## src/tmd_pp_pkg.sv

```systemverilog
package tmd_pp_pkg;

  localparam int FIFO_DEPTH = 4;

  localparam logic [7:0] MODE_QUAD_BIT    = 8'h08;
  localparam logic [7:0] MODE_TEX_BIT     = 8'h04;
  localparam logic [7:0] FLAG_NOLIGHT_BIT = 8'h04;
  localparam logic [2:0] MODE_POLYGON     = 3'b001;

  localparam logic [4:0] POS_OLEN    = 5'd0;
  localparam logic [4:0] POS_ILEN    = 5'd1;
  localparam logic [4:0] POS_FLAG    = 5'd2;
  localparam logic [4:0] POS_MODE    = 5'd3;
  localparam logic [4:0] POS_RED     = 5'd4;
  localparam logic [4:0] POS_GREEN   = 5'd5;
  localparam logic [4:0] POS_BLUE    = 5'd6;
  localparam logic [4:0] POS_CODE    = 5'd7;
  localparam logic [4:0] POS_CORNERS = 5'd8;

  typedef enum logic [1:0] {
    ERR_NONE   = 2'd0,
    ERR_LAYOUT = 2'd1,
    ERR_LENGTH = 2'd2,
    ERR_RANGE  = 2'd3
  } err_t;

  typedef enum logic [1:0] {
    REG_VERTEX_COUNT    = 2'd0,
    REG_NORMAL_COUNT    = 2'd1,
    REG_PRIMITIVE_COUNT = 2'd2
  } cfg_idx_t;

  typedef struct packed {
    logic        is_error;
    err_t        error_code;
    logic [1:0]  corner_number;
    logic [15:0] vertex_number;
    logic [15:0] normal_number;
    logic [7:0]  red;
    logic [7:0]  green;
    logic [7:0]  blue;
    logic        is_quad;
    logic        last_corner;
    logic        last_primitive;
  } res_t;

  typedef struct packed {
    logic empty;
    logic pop;
  } q_ctrl_t;

endpackage

```

## src/tmd_pp_front.sv

```systemverilog
module tmd_pp_front (
  input  logic                clk,
  input  logic                rst,
  input  logic                accept,
  input  logic [7:0]          data_byte,
  input  logic                block_start,
  input  logic                cfg_write,
  input  logic [1:0]          cfg_index,
  input  logic [16:0]         cfg_data,
  output logic                push,
  output tmd_pp_pkg::res_t    res
);

  logic [16:0] vertex_count;
  logic [16:0] normal_count;
  logic [15:0] primitive_count;

  logic [4:0]  byte_position, byte_position_next;
  logic [7:0]  length_words, length_words_next;
  logic [7:0]  flag_byte, flag_byte_next;
  logic        quad_mode, quad_mode_next;
  logic [23:0] colour_word, colour_word_next;
  logic [23:0] partial_index, partial_index_next;
  logic [15:0] primitives_done, primitives_done_next;
  logic        halted, halted_next;

  always_ff @(posedge clk) begin
    if (rst) begin
      vertex_count    <= '0;
      normal_count    <= '0;
      primitive_count <= '0;
    end else if (cfg_write) begin
      case (cfg_index)
        tmd_pp_pkg::REG_VERTEX_COUNT:    vertex_count    <= cfg_data;
        tmd_pp_pkg::REG_NORMAL_COUNT:    normal_count    <= cfg_data;
        tmd_pp_pkg::REG_PRIMITIVE_COUNT: primitive_count <= cfg_data[15:0];
        default: ;
      endcase
    end
  end

  always_comb begin
    logic [4:0]  pos;
    logic [15:0] done;
    logic        halt;
    logic [4:0]  off;
    logic [15:0] done_inc;
    logic [15:0] vertex;
    logic [15:0] normal;
    logic [7:0]  ilen_want;

    byte_position_next   = byte_position;
    length_words_next    = length_words;
    flag_byte_next       = flag_byte;
    quad_mode_next       = quad_mode;
    colour_word_next     = colour_word;
    partial_index_next   = partial_index;
    primitives_done_next = primitives_done;
    halted_next          = halted;
    push                 = 1'b0;
    res                  = '0;

    pos       = block_start ? '0 : byte_position;
    done      = block_start ? '0 : primitives_done;
    halt      = block_start ? 1'b0 : halted;
    off       = pos - tmd_pp_pkg::POS_CORNERS;
    done_inc  = done + 16'd1;
    normal    = partial_index[15:0];
    vertex    = {data_byte, partial_index[23:16]};
    ilen_want = ((data_byte & tmd_pp_pkg::MODE_QUAD_BIT) != 8'd0) ? 8'd5 : 8'd4;

    if (accept) begin
      if (block_start) begin
        byte_position_next   = '0;
        primitives_done_next = '0;
        partial_index_next   = '0;
        halted_next          = 1'b0;
      end
      if (!halt && done < primitive_count) begin
        byte_position_next = pos + 5'd1;
        if (pos == tmd_pp_pkg::POS_ILEN) begin
          length_words_next = data_byte;
        end else if (pos == tmd_pp_pkg::POS_FLAG) begin
          flag_byte_next = data_byte;
        end else if (pos == tmd_pp_pkg::POS_MODE) begin
          quad_mode_next = (data_byte & tmd_pp_pkg::MODE_QUAD_BIT) != 8'd0;
          if (data_byte[7:5] != tmd_pp_pkg::MODE_POLYGON
              || (data_byte & tmd_pp_pkg::MODE_TEX_BIT) != 8'd0
              || (flag_byte & tmd_pp_pkg::FLAG_NOLIGHT_BIT) != 8'd0) begin
            push           = 1'b1;
            res.is_error   = 1'b1;
            res.error_code = tmd_pp_pkg::ERR_LAYOUT;
            halted_next    = 1'b1;
          end else if (length_words != ilen_want) begin
            push           = 1'b1;
            res.is_error   = 1'b1;
            res.error_code = tmd_pp_pkg::ERR_LENGTH;
            halted_next    = 1'b1;
          end
        end else if (pos == tmd_pp_pkg::POS_RED) begin
          colour_word_next[7:0] = data_byte;
        end else if (pos == tmd_pp_pkg::POS_GREEN) begin
          colour_word_next[15:8] = data_byte;
        end else if (pos == tmd_pp_pkg::POS_BLUE) begin
          colour_word_next[23:16] = data_byte;
        end else if (pos >= tmd_pp_pkg::POS_CORNERS) begin
          case (off[1:0])
            2'd0: partial_index_next = {16'd0, data_byte};
            2'd1: partial_index_next[15:8] = data_byte;
            2'd2: partial_index_next[23:16] = data_byte;
            default: begin
              push = 1'b1;
              if ({1'b0, vertex} >= vertex_count || {1'b0, normal} >= normal_count) begin
                res.is_error   = 1'b1;
                res.error_code = tmd_pp_pkg::ERR_RANGE;
                halted_next    = 1'b1;
              end else begin
                res.corner_number = off[3:2];
                res.vertex_number = vertex;
                res.normal_number = normal;
                res.red           = colour_word[7:0];
                res.green         = colour_word[15:8];
                res.blue          = colour_word[23:16];
                res.is_quad       = quad_mode;
                if (off[3:2] >= (quad_mode ? 2'd3 : 2'd2)) begin
                  res.last_corner      = 1'b1;
                  res.last_primitive   = done_inc >= primitive_count;
                  primitives_done_next = done_inc;
                  byte_position_next   = '0;
                end
              end
            end
          endcase
        end
      end
    end
  end

  always_ff @(posedge clk) begin
    if (rst) begin
      byte_position   <= '0;
      length_words    <= '0;
      flag_byte       <= '0;
      quad_mode       <= 1'b0;
      colour_word     <= '0;
      partial_index   <= '0;
      primitives_done <= '0;
      halted          <= 1'b1;
    end else begin
      byte_position   <= byte_position_next;
      length_words    <= length_words_next;
      flag_byte       <= flag_byte_next;
      quad_mode       <= quad_mode_next;
      colour_word     <= colour_word_next;
      partial_index   <= partial_index_next;
      primitives_done <= primitives_done_next;
      halted          <= halted_next;
    end
  end

endmodule

```

## src/tmd_pp_fifo.sv

```systemverilog
module tmd_pp_fifo #(
  parameter int DEPTH = tmd_pp_pkg::FIFO_DEPTH
) (
  input  logic                clk,
  input  logic                rst,
  input  logic                push,
  input  tmd_pp_pkg::res_t    wr_data,
  output logic                full,
  input  tmd_pp_pkg::q_ctrl_t ctrl_in,
  output tmd_pp_pkg::q_ctrl_t ctrl_out,
  output tmd_pp_pkg::res_t    rd_data
);

  localparam int PTR_W = $clog2(DEPTH);
  localparam int CNT_W = $clog2(DEPTH + 1);

  tmd_pp_pkg::res_t mem [DEPTH];
  logic [PTR_W-1:0] wr_ptr;
  logic [PTR_W-1:0] rd_ptr;
  logic [CNT_W-1:0] count;
  logic             do_pop;

  assign full           = count == CNT_W'(DEPTH);
  assign ctrl_out.empty = count == '0;
  assign ctrl_out.pop   = do_pop;
  assign do_pop         = ctrl_in.pop && (count != '0);
  assign rd_data        = mem[rd_ptr];

  always_ff @(posedge clk) begin
    if (push && !full) begin
      mem[wr_ptr] <= wr_data;
    end
  end

  always_ff @(posedge clk) begin
    if (rst) begin
      wr_ptr <= '0;
      rd_ptr <= '0;
      count  <= '0;
    end else begin
      if (push && !full) begin
        wr_ptr <= (wr_ptr == PTR_W'(DEPTH - 1)) ? '0 : wr_ptr + 1'b1;
      end
      if (do_pop) begin
        rd_ptr <= (rd_ptr == PTR_W'(DEPTH - 1)) ? '0 : rd_ptr + 1'b1;
      end
      case ({push && !full, do_pop})
        2'b10:   count <= count + 1'b1;
        2'b01:   count <= count - 1'b1;
        default: count <= count;
      endcase
    end
  end

endmodule

```

## src/tmd_pp_back.sv

```systemverilog
module tmd_pp_back (
  input  logic                clk,
  input  logic                rst,
  input  tmd_pp_pkg::q_ctrl_t q_status,
  output tmd_pp_pkg::q_ctrl_t q_req,
  input  tmd_pp_pkg::res_t    q_data,
  output logic                m_tvalid,
  input  logic                m_tready,
  output logic [63:0]         m_tdata,
  output logic [2:0]          m_tuser,
  output logic                m_tlast
);

  tmd_pp_pkg::res_t out_res;
  logic             load;

  assign load        = !q_status.empty && (!m_tvalid || m_tready);
  assign q_req.pop   = load;
  assign q_req.empty = q_status.empty;

  always_ff @(posedge clk) begin
    if (rst) begin
      m_tvalid <= 1'b0;
    end else if (load) begin
      m_tvalid <= 1'b1;
    end else if (m_tready) begin
      m_tvalid <= 1'b0;
    end
  end

  always_ff @(posedge clk) begin
    if (load) begin
      out_res <= q_data;
    end
  end

  assign m_tdata = {4'd0, out_res.last_corner, out_res.is_quad, out_res.blue,
                    out_res.green, out_res.red, out_res.normal_number,
                    out_res.vertex_number, out_res.corner_number};
  assign m_tuser = {out_res.error_code, out_res.is_error};
  assign m_tlast = out_res.last_primitive;

endmodule

```

## src/tmd_primitive_packet_parser.sv

```systemverilog
// A result is written into the result queue, then loaded into the output register behind m_tvalid.
// Throughput: one byte per cycle sustained; the combinational parse step and one queue pop
// per cycle set it, and s_tready drops only while the result queue is full.
// Reset (rst, synchronous, active high): config registers read zero, queue and output empty, and
// the parser stays halted until a byte with block_start set.
module tmd_primitive_packet_parser #(
  parameter int FIFO_DEPTH = tmd_pp_pkg::FIFO_DEPTH
) (
  input  logic        clk,
  input  logic        rst,
  input  logic        s_tvalid,
  output logic        s_tready,
  input  logic [7:0]  s_tdata,   // [7:0] data_byte
  input  logic [0:0]  s_tuser,   // [0] block_start
  output logic        m_tvalid,
  input  logic        m_tready,
  output logic [63:0] m_tdata,   // [1:0] corner_number, [17:2] vertex_number,
                                 // [33:18] normal_number, [41:34] red, [49:42] green,
                                 // [57:50] blue, [58] is_quad, [59] last_corner
  output logic [2:0]  m_tuser,   // [0] is_error, [2:1] error_code
  output logic        m_tlast,   // last_primitive
  input  logic        cfg_valid,
  output logic        cfg_ready,
  input  logic [1:0]  cfg_index,
  input  logic [16:0] cfg_data
);

  logic                accept;
  logic                push;
  logic                full;
  tmd_pp_pkg::res_t    push_res;
  tmd_pp_pkg::res_t    head_res;
  tmd_pp_pkg::q_ctrl_t q_status;
  tmd_pp_pkg::q_ctrl_t q_req;

  assign s_tready  = !full;
  assign cfg_ready = 1'b1;
  assign accept    = s_tvalid && s_tready;

  tmd_pp_front u_front (
    .clk         (clk),
    .rst         (rst),
    .accept      (accept),
    .data_byte   (s_tdata),
    .block_start (s_tuser[0]),
    .cfg_write   (cfg_valid && cfg_ready),
    .cfg_index   (cfg_index),
    .cfg_data    (cfg_data),
    .push        (push),
    .res         (push_res)
  );

  tmd_pp_fifo #(
    .DEPTH (FIFO_DEPTH)
  ) u_fifo (
    .clk      (clk),
    .rst      (rst),
    .push     (push),
    .wr_data  (push_res),
    .full     (full),
    .ctrl_in  (q_req),
    .ctrl_out (q_status),
    .rd_data  (head_res)
  );

  tmd_pp_back u_back (
    .clk      (clk),
    .rst      (rst),
    .q_status (q_status),
    .q_req    (q_req),
    .q_data   (head_res),
    .m_tvalid (m_tvalid),
    .m_tready (m_tready),
    .m_tdata  (m_tdata),
    .m_tuser  (m_tuser),
    .m_tlast  (m_tlast)
  );

endmodule

```

## config.mk

```make
export PLATFORM = sky130hd
export DESIGN_NAME = tmd_primitive_packet_parser
export DESIGN_NICKNAME = d
export VERILOG_FILES = /design/src/tmd_pp_pkg.sv /design/src/tmd_pp_front.sv /design/src/tmd_pp_fifo.sv /design/src/tmd_pp_back.sv /design/src/tmd_primitive_packet_parser.sv
export SDC_FILE = /design/constraint.sdc
export NUM_CORES = 1
export LEC_CHECK = 0
export BUFFER_PORTS_ARGS = -buffer_cell sky130_fd_sc_hd__buf_2
export CAP_MARGIN = 40
export CORE_MARGIN = 1.5
export CORE_UTILIZATION = 45
export DETAILED_ROUTE_END_ITERATION = 7
export SYNTH_ARGS = -nofsm -noshare
export SYNTH_HDL_FRONTEND = slang
export SYNTH_SLANG_ARGS = --single-unit
export TNS_END_PERCENT = 10
```

## constraint.sdc

```tcl
create_clock -name clk -period 6.3 [get_ports clk]
set_input_delay 0.63 -clock clk [delete_from_list [all_inputs] [get_ports clk]]
set_output_delay 0.63 -clock clk [all_outputs]
set_load 0.01 [all_outputs]
```

==> summary.txt <==
Status
  – Outcome: complete, no violations

Run
  – Max-capacitance violation count: 0

Timing
  – Fmax: 0.247 GHz
  – Worst slew margin: 0.417
  – # setup viols final: 0
  – Slew Viols, Final: 0
  – Worst clock skew: 22.1 ps
  – Period minus WS final: about 4000 ps
  – Sum Neg Setup Slack: 0 ps
  – Endpoints failing hold: 0
  – RSZ-0062 raised after global routing: false
  – Final Cycle Share: 0.641
  – Slew @ Worst Pin: 872 ps

Layout
  – Final #Nets: about 1600
  – Utilization after layout: 0.517
  – FILL cells: between 3000 and 4000
  – Number of diodes: 0
  – Layout cells sized above 1: 0.178
  – Syn-to-layout area delta: 13.7%

Clock network
  – CTS buffer count: 49
  – CTS Sinks: approximately 460
  – CTS root buf: clkbuf_16
  – Skew-Pair Late Insertion Delay: 600 ps
  – H-tree depth: 2
  – CTS clk-pin slew, worst paths: roughly 60 ps
  – TritonCTS clock tree: built
  – CTS resizes: 0
  – Hold_buf cts: 0
  – Postcts setup bufs: 0
  – Max Root-Sink Buffers: 3

Drt
  – Detailed-route via count: between 10000 and 15000
  – Drt first pass iters: 7
  – DR DRC count: 0
  – Starting DRT DRC Count: approximately 660
  – Total wire length: 43300 µm
  – Routed length per instance: about 20 µm
  – Vias/cell: 5.44
  – Post-DRT Antenna Nets: 0

Die
  – Height of the die: 211 µm
  – Die Footprint: 44600 µm²
  – Core Rows: 76
  – Initial core utilization: 0.455
  – Core Region: 42900 µm²
  – Chip Width: 211 µm
  – I/O pin count: around 100

Power and ir drop
  – Pwr Density: 343 nW/µm²
  – Peak supply drop: about 0.22 mV
  – Leakage: 7.74 nW

Setup path
  – CP Cell Sequence: buf_2 -> buf_4 -> nor2b_1 -> ha_1 -> nand4b_1 -> nor2_1 -> and4_1 -> nand3_1 -> xnor2_1 -> ha_1 -> nand2_1 -> a211oi_1 -> a311o_1 -> o2111ai_1 -> a21boi_0
  – Family with the most delay on the worst path: simple AND/OR/NAND/NOR gates
  – Most frequent CP cell: ha_1
  – CP max stage cell: a21boi_0
  – Worst Path Max Fanout: 25
  – Worst endpoint required time: 6620 ps
  – Worst setup SP type: input pin
  – CP peak stage delay: 430 ps
  – Critical path class: input pin to register
  – Setup crit end kind: register
  – Critical path data arrival time: 4370 ps
  – WP buf/inv: 2

Logic synthesis
  – Synth Register Bits: 458
  – Main area contributors after synthesis: edfxtp_1, dfxtp_1, mux4_2
  – Synth async-reset ratio: 0
  – Synth cell count leaders: edfxtp_1, nand2_1, dfxtp_1, a21oi_1
  – Synthesized area per cell: 13.5 µm²
  – Syn Std Cell Area: 19500 µm²
  – Area share of the leading cell type in the synthesized netlist: 0.492
  – Post-synth EDFFs: 320
  – Yosys top cell by area: edfxtp_1
  – Yosys warning count: 0
  – Synth unique cells: 85
  – Post-synth top flop: edfxtp_1
  – Count leader, synth: edfxtp_1
  – Synth Instances: 1447
  – Sequential area share after synthesis: 0.634

Global routing
  – Vias in the first global route: 11600
  – Global router's overall resource usage: 0.199
  – Gr ovfl total: 0
  – Initial antenna violation count: 0
  – First-pass GRT wire length: 67300 µm
  – Largest net degree at the start of global routing: 74

Placement
  – Post-DP HPWL: 28100 µm
  – Port buffer count: between 90 and 100
  – Routability Congestion: just under 0.9

Hold path
  – HP Class: input pin to register
## logic make-up (layout without fill, tap and decap cells)
kind of cell	Yosys count	in the layout	synth area share
compound gates	220	220	0.0743
xor+xnor	16	16	0.00718
fa+ha+maj	78	78	0.0504
buf+inv	148	273	0.0308
flops	458	458	0.634
mux	101	101	0.0929
other cells	2	5	0.000385
simple gates	424	424	0.110
## per-stage QoR
step,hold WS [ps],power [W],std cells,worst slack (ps),cell area (µm²)
2_1_floorplan,436,0.00449,1450,610,19500
3_3_place_gp,444,0.00490,2066,1790,20600
3_5_place_dp,448,0.00493,2069,1680,20600
4_1_cts,273,0.00772,2159,2290,22200
5_1_grt,290,0.00794,2160,1840,22200
6_report,301,0.00761,2160,2260,22200
## tightest hold or removal path, delay by kind of cell
family | cells | cell delay, ps
buf+inv | 1 | 110
compound gates | 1 | 50
simple gates | 1 | 60
## sequential cells by signal, indices dropped and copies added (netlist names), 2 cells and up
register and count:
u_fifo.rd_ptr 2, u_front.vertex_count 17, u_fifo.count 3, u_back.m_tdata 60
u_back.m_tuser 3, u_fifo.wr_ptr 2, u_front.primitives_done 16, u_front.normal_count 17
u_front.colour_word 24, u_front.length_words 8, u_front.primitive_count 16, u_fifo.mem 256
u_front.byte_position 5, u_front.partial_index 24
## per-layer routing
| layer | share of wire | track usage | vias up |
|---|---|---|---|
| met5 | 0 | 0 | - |
| met4 | 0.019 | 0.0522 | 0 |
| met3 | 0.051 | 0.0323 | 66 |
| met2 | 0.49 | 0.334 | 291 |
| met1 | 0.44 | 0.268 | 5829 |
| li1 | - | - | 5571 |
## final timing paths
check | from | endpoint | slack, ps | depth (start not counted)
worst min-delay path | cfg_data[16] | u_front.normal_count[16] | 300 | 3
worst max register to register | u_front.primitives_done[0] | u_fifo.mem[0][0] | 2460 | 13
worst max-delay path | s_tuser | u_fifo.mem[0][0] | 2260 | 15
worst min register to register | u_front.vertex_count[5] | u_front.vertex_count[5] | 450 | 2
## cells in the final DEF, fill, tap and decap left out, types with 5 or more instances in the layout
cell,netlist,routed
nor2b_1,20,20
a21oi_1,93,92
o211ai_1,14,14
xnor2_1,11,11
inv_1,67,67
a22oi_1,12,12
mux2i_1,37,37
or4_1,7,7
and2_1,61,57
conb_1,2,5
clkbuf_16,0,49
nor2_1,77,77
o21ai_0,27,27
nor4_1,10,10
mux4_2,64,64
a41oi_1,5,5
a22o_1,11,11
nand4_1,11,11
nand2_1,148,148
edfxtp_1,320,320
dfxtp_1,138,136
buf_2,5,97
xor2_1,5,5
or3_1,5,5
and3_1,8,8
nor3_1,10,10
a21o_1,9,9
clkbuf_1,53,14
buf_4,7,12
clkinv_2,0,11
ha_1,77,77
nand3_1,33,33
a211oi_1,6,6
## report_power, final
part	switching (W)	internal (W)
Combinational	0.000676	0.000485
Clock	0.00117	0.00162
Sequential	0.000134	0.00353
Total	0.00198	0.00563
## cell type report
| type | count | area, µm² | share of cell area |
|---|---|---|---|
| multi-input cells | 844 | 6570 | 0.296 |
| repair buffers | 115 | 679 | 0.0306 |
| flip-flops and latches | 458 | 12400 | 0.558 |
| inverters | 68 | 258 | 0.0116 |
| well taps | 585 | 732 | 0.0330 |
| clock buffers | 67 | 1330 | 0.0601 |
| clock inverters | 23 | 234 | 0.0105 |
No activity file was read; power rests on OpenSTA's default activity.
